===== src/hw/rtl/paf_pkg.sv =====
// ----------------------------------------------------------------------------
// paf_pkg: shared types and codes of the partition allocator
// Operation, status, policy and register codes, the sequencer state and entry types.
// ----------------------------------------------------------------------------
package paf_pkg;

	typedef enum logic [2:0] {
		OP_INIT   = 3'd0,
		OP_APPEND = 3'd1,
		OP_ALLOC  = 3'd2,
		OP_FREE   = 3'd3,
		OP_LOOKUP = 3'd4
	} op_t;

	localparam logic [1:0] ST_OK      = 2'd0;
	localparam logic [1:0] ST_NOFIT   = 2'd1;
	localparam logic [1:0] ST_FULL    = 2'd2;
	localparam logic [1:0] ST_NOOWNER = 2'd3;

	localparam logic [1:0] FIT_FIRST = 2'd0;
	localparam logic [1:0] FIT_BEST  = 2'd1;
	localparam logic [1:0] FIT_WORST = 2'd2;

	localparam logic [1:0] REG_DYNAMIC = 2'd0;
	localparam logic [1:0] REG_POLICY  = 2'd1;
	localparam logic [1:0] REG_MEMSIZE = 2'd2;

	localparam logic [31:0] MEMSIZE_RESET = 32'd4096;

	typedef enum logic [3:0] {
		S_IDLE,
		S_SCAN,     // fit or owner search; append reads the last entry
		S_DECIDE,
		S_SHUP,     // move entries up one place, top first
		S_SPLIT,
		S_FREE_NX,  // read next neighbor
		S_FREE_PV,  // read previous neighbor
		S_SHDN,     // move entries down one or two places
		S_OUT
	} state_t;

	typedef struct packed {
		logic [95:0] data; // {base, size, owner}
		logic        used;
	} entry_t;

endpackage


===== src/hw/rtl/paf_table.sv =====
// ----------------------------------------------------------------------------
// paf_table: partition table storage
// One read port with registered data and one write port.
// ----------------------------------------------------------------------------
module paf_table #(
	parameter int DEPTH = 32,
	parameter int AW    = 5
) (
	input  logic                clk,
	input  logic                we,
	input  logic [AW-1:0]       waddr,
	input  paf_pkg::entry_t     wdata,
	input  logic [AW-1:0]       raddr,
	output paf_pkg::entry_t     rdata
);
	import paf_pkg::*;

	entry_t mem_q [DEPTH];

	always_ff @(posedge clk) begin
		if (we) begin
			mem_q[waddr] <= wdata;
		end
		rdata <= mem_q[raddr];
	end

endmodule


===== config.mk =====
export PLATFORM = sky130hd
export DESIGN_NAME = paf_table
export DESIGN_NICKNAME = d
export VERILOG_FILES = /design/src/hw/rtl/paf_pkg.sv /design/src/hw/rtl/paf_table.sv
export SDC_FILE = /design/constraint.sdc
export NUM_CORES = 2
export LEC_CHECK = 0
export BUFFER_PORTS_ARGS = -buffer_cell sky130_fd_sc_hd__buf_2
export CORE_ASPECT_RATIO = 1.4
export CORE_UTILIZATION = 50
export DETAILED_ROUTE_END_ITERATION = 16
export GPL_TIMING_DRIVEN = 1
export PLACE_DENSITY = 0.66
export REMOVE_ABC_BUFFERS = 1
export SLEW_MARGIN = 5
export SYNTH_ARGS = -nofsm -noshare
export SYNTH_HDL_FRONTEND = slang
export SYNTH_SLANG_ARGS = --single-unit

===== constraint.sdc =====
create_clock -name clk -period 5.7 [get_ports clk]
set_input_delay 0 -clock clk [delete_from_list [all_inputs] [get_ports clk]]
set_output_delay 0 -clock clk [all_outputs]
set_load 0.05 [all_outputs]

# [Yosys cells after proc, flatten, opt, wreduce, memory -nomap -nowiden]
# Memory sizes are Yosys's and may differ from the RTL's. A register that Yosys moved wholly into a read port is not among the register bits.
# Cells that the tools add are included.
[totals] regBits=0 ram_bits=3104 inputBits=109 output_inout_bits=97 wordCells=3 n_memories=1
[classes] mux=2
[mem_list] name="mem_q" depth=32 width=97 read_ports=1 rd_clocked_by_memory_dff=1 write_ports=1 line_no="paf_table.sv:18" rtl="entry_t mem_q [DEPTH];"
[op_table] op="$mux W1" n=2

# [Logic depth before layout (Yosys ltp)]
[depth] ltp_word=2 depth_mapped=9 depth_no_buf=4

# [Worst setup path after synthesis]
# Ideal clock, no wire load.
[synth_timing] path_kind="input port to flip-flop" startpoint="input port waddr[1]" endpoint="memory mem_q[12][0] in the netlist's numbering (enable)" setup_time_ns=0.554 arrival_time_ns=4.700 t_required_ns=5.146 slack_ns=0.446 path_stages=3 path_buffers=1 path_cell_list="or3b_2 > clkbuf_1 > nor2_1"
[synth_lines] element="start, declared" line_no="paf_table.sv:11" rtl="input logic [AW-1:0] waddr,"
[synth_lines] element="end, declared" line_no="paf_table.sv:18"
# No word-level cell before the write port.

# [Final worst setup path]
[layout_timing] startpoint="input port waddr[2]" endpoint="memory mem_q[17][32] in the netlist's numbering (enable)"
# No word-level cell before the write port.

==> metrics.yaml <==
postLayoutCoreUtil: 0.5680
syn_avg_cell_area_um2: 21.16
io_pins: 206
synth_cells: 5666
coreArea_um2: 238200
outcome: "completed"
mostFrequentLayoutCells: "edfxtp_1, mux2i_1, a22oi_1"
async_flop_share: 0
dp_cells: 8771
io_buffer_count: 205
path_class: "in -> reg"
drive_gt1_frac: 0.1882
grt_max_degree: 127
cts_tree: "built"
skew_ps: 26.25
hp-class: "in -> reg"
setup_violations: 0
clk_latency_ps: 850
max_slew_margin: 0.1253
totalWireLength_mm: 313.4
rrSetupSlack_ps: 4060
synth_flop_cell: "edfxtp_1"
post_drt_wl_per_cell_um: 33.33
grt-busiest-layer: "met2"
arrival_ps: 3330
clock_sinks: 3201
maxCapViolCount: 0
synth_edf_count: 3104
place_area_um2: 125000
cts_made_buffers: 289
nets: 6171
timing.fmax_ghz: 0.3482
tns_ps: 0
final.min_clock_period_ps: 2872
stdcell_area_um2: 135300
dieHeight_um: 581.3
holdBufCountCts: 103
finalHoldViolCount: 0
first_global_vias: 59550
drt_iter0_markers: 7432
groute.usage.overall: 0.2570
tightest_slew_ps: 1312
post-cts-setup-buffers: 0
dp_hpwl_mm: 138.7
worstSetupEndpointType: "flip-flop"
final_cells: 9402
grt_overflow: 0
vias: 59960
detail-route-antenna-nets: 0
die_w_um: 415.8
ys_warn_count: 0
initial_core_util: 0.5032
cellPowerDensity_nw_per_um2: 355.6
met1_usage: 0.3512
final_common_cell: "edfxtp_1"
crit_fanout: 63
fin_total_pwr_uw: 48110
antenna_found_initial: 26
synth_cell_type_count: 38
yosysSeqAreaShare: 0.7938
rsz0062_at_grt: "no"
htree_levels: 5
synth_seq_cells: 3201
timing.final.crit_share: 0.5038
finalMaxSlewViolations: 0
cp-start-kind: "input pin"
first_pass_iters: 8
die-area_um2: 241700
area_growth_pct: 12.86
num_rows: 212
grtUsageMet3: 0.04700
p_leak_uw: 0.04419
cts_resized: 0
root_buffer: "clkbuf_16"
ir_drop_mv: 0.2535
cp_data_required_time_ps: 6160
gr-usage-met2: 0.4243
synth_area_um2: 119900
drcViolationCount: 0
grt_pass1_wl_mm: 438.7
cts_buffer_depth: 4
clkTransAtPathRegs_ps: 70
drt-vias-per-instance: 6.378
gp_congestion: 0.7463
## flip-flops by register name, summed over array words and instances, names as in the netlist
| signal | cells |
|---|---|
| rdata | 97 |
| mem_q | 3104 |
## worst paths after layout
check / from / end / cells after the start
setup / recovery: waddr[2] / mem_q[17][32]$_DFFE_PP_ / 6
hold / removal: waddr[3] / mem_q[8][54]$_DFFE_PP_ / 3
setup reg to reg: mem_q[23][35]$_DFFE_PP_ / rdata[35]$_DFF_P_ / 3
hold reg to reg: mem_q[20][74]$_DFFE_PP_ / rdata[74]$_DFF_P_ / 4
## cells in the mapped netlist (2+ instances only)
master    instances  share of area
buf_2           137         0.0057
nand3_1         194         0.0081
and2_1            9        0.00047
clkbuf_1        116         0.0036
nand4_1          44         0.0023
a22oi_1         511          0.032
nor3_1            3        0.00013
a22o_1           53         0.0039
nand3b_1          5        0.00031
a32oi_1           4        0.00029
nor2_1           43         0.0013
or3b_2            2        0.00015
a31oi_1          53         0.0028
nand2b_1          2        0.00010
buf_4            33         0.0021
edfxtp_1       3104           0.78
nor2_2            4        0.00021
dfxtp_1          97          0.016
buf_1            11        0.00034
mux4_2          389          0.073
mux2i_1         774          0.065
nand2_1          17        0.00053
a21oi_1          10        0.00042
nor2b_1          15        0.00078
buf_6            22         0.0021
or3_1             2        0.00010
## layout make-up
class,instances,area [um2]
well taps,3103,3882
clock buffers,415,8238
fillers,17320,102900
clock inverters,104,1010
diodes,9,22.52
multi-input cells,2144,23430
flip-flops and latches,3201,95150
inverters,1,3.754
repair buffers,425,3552
## stage by stage
step | worst slack (ps) | hold WS, ps
after floorplan | 520.4 | 98.87
after global placement | 2645 | 470.5
after detailed placement | 2553 | 474.7
after CTS | 2842 | 108.9
after global routing | 2734 | 181.8
final | 2828 | 172.3
## report_power, final
part	switching [uW]	internal, uW	total [uW]
clock network	8330	10900	19200
registers	167	26200	26300
logic	1760	820	2580
## critical path, cell delays in order
cell and delay, ps:
dlygate4sd3_1 550, buf_2 170, or3b_2 560, dlygate4sd3_1 650
nor2_4 650, buf_12 570
## metal layers
layer / up-vias / wire length [um]
li1: 24510 / -
met3: 554 / 27500
met2: 2990 / 154600
met5: - / 120
met1: 31890 / 121900
met4: 22 / 9291
## logic make-up (layout without fill, tap and decap cells)
kind of cell	after synthesis	in the layout	share of synthesized area
AND/OR/NAND/NOR	345	345	0.01492
flip-flops	3201	3201	0.7938
other	0	9	0
buffers and inverters	321	945	0.01390
AO/OA/AOI/OAI	635	635	0.03960
multiplexers	1164	1164	0.1378
Note: power is estimated with default switching activity, not from simulation.
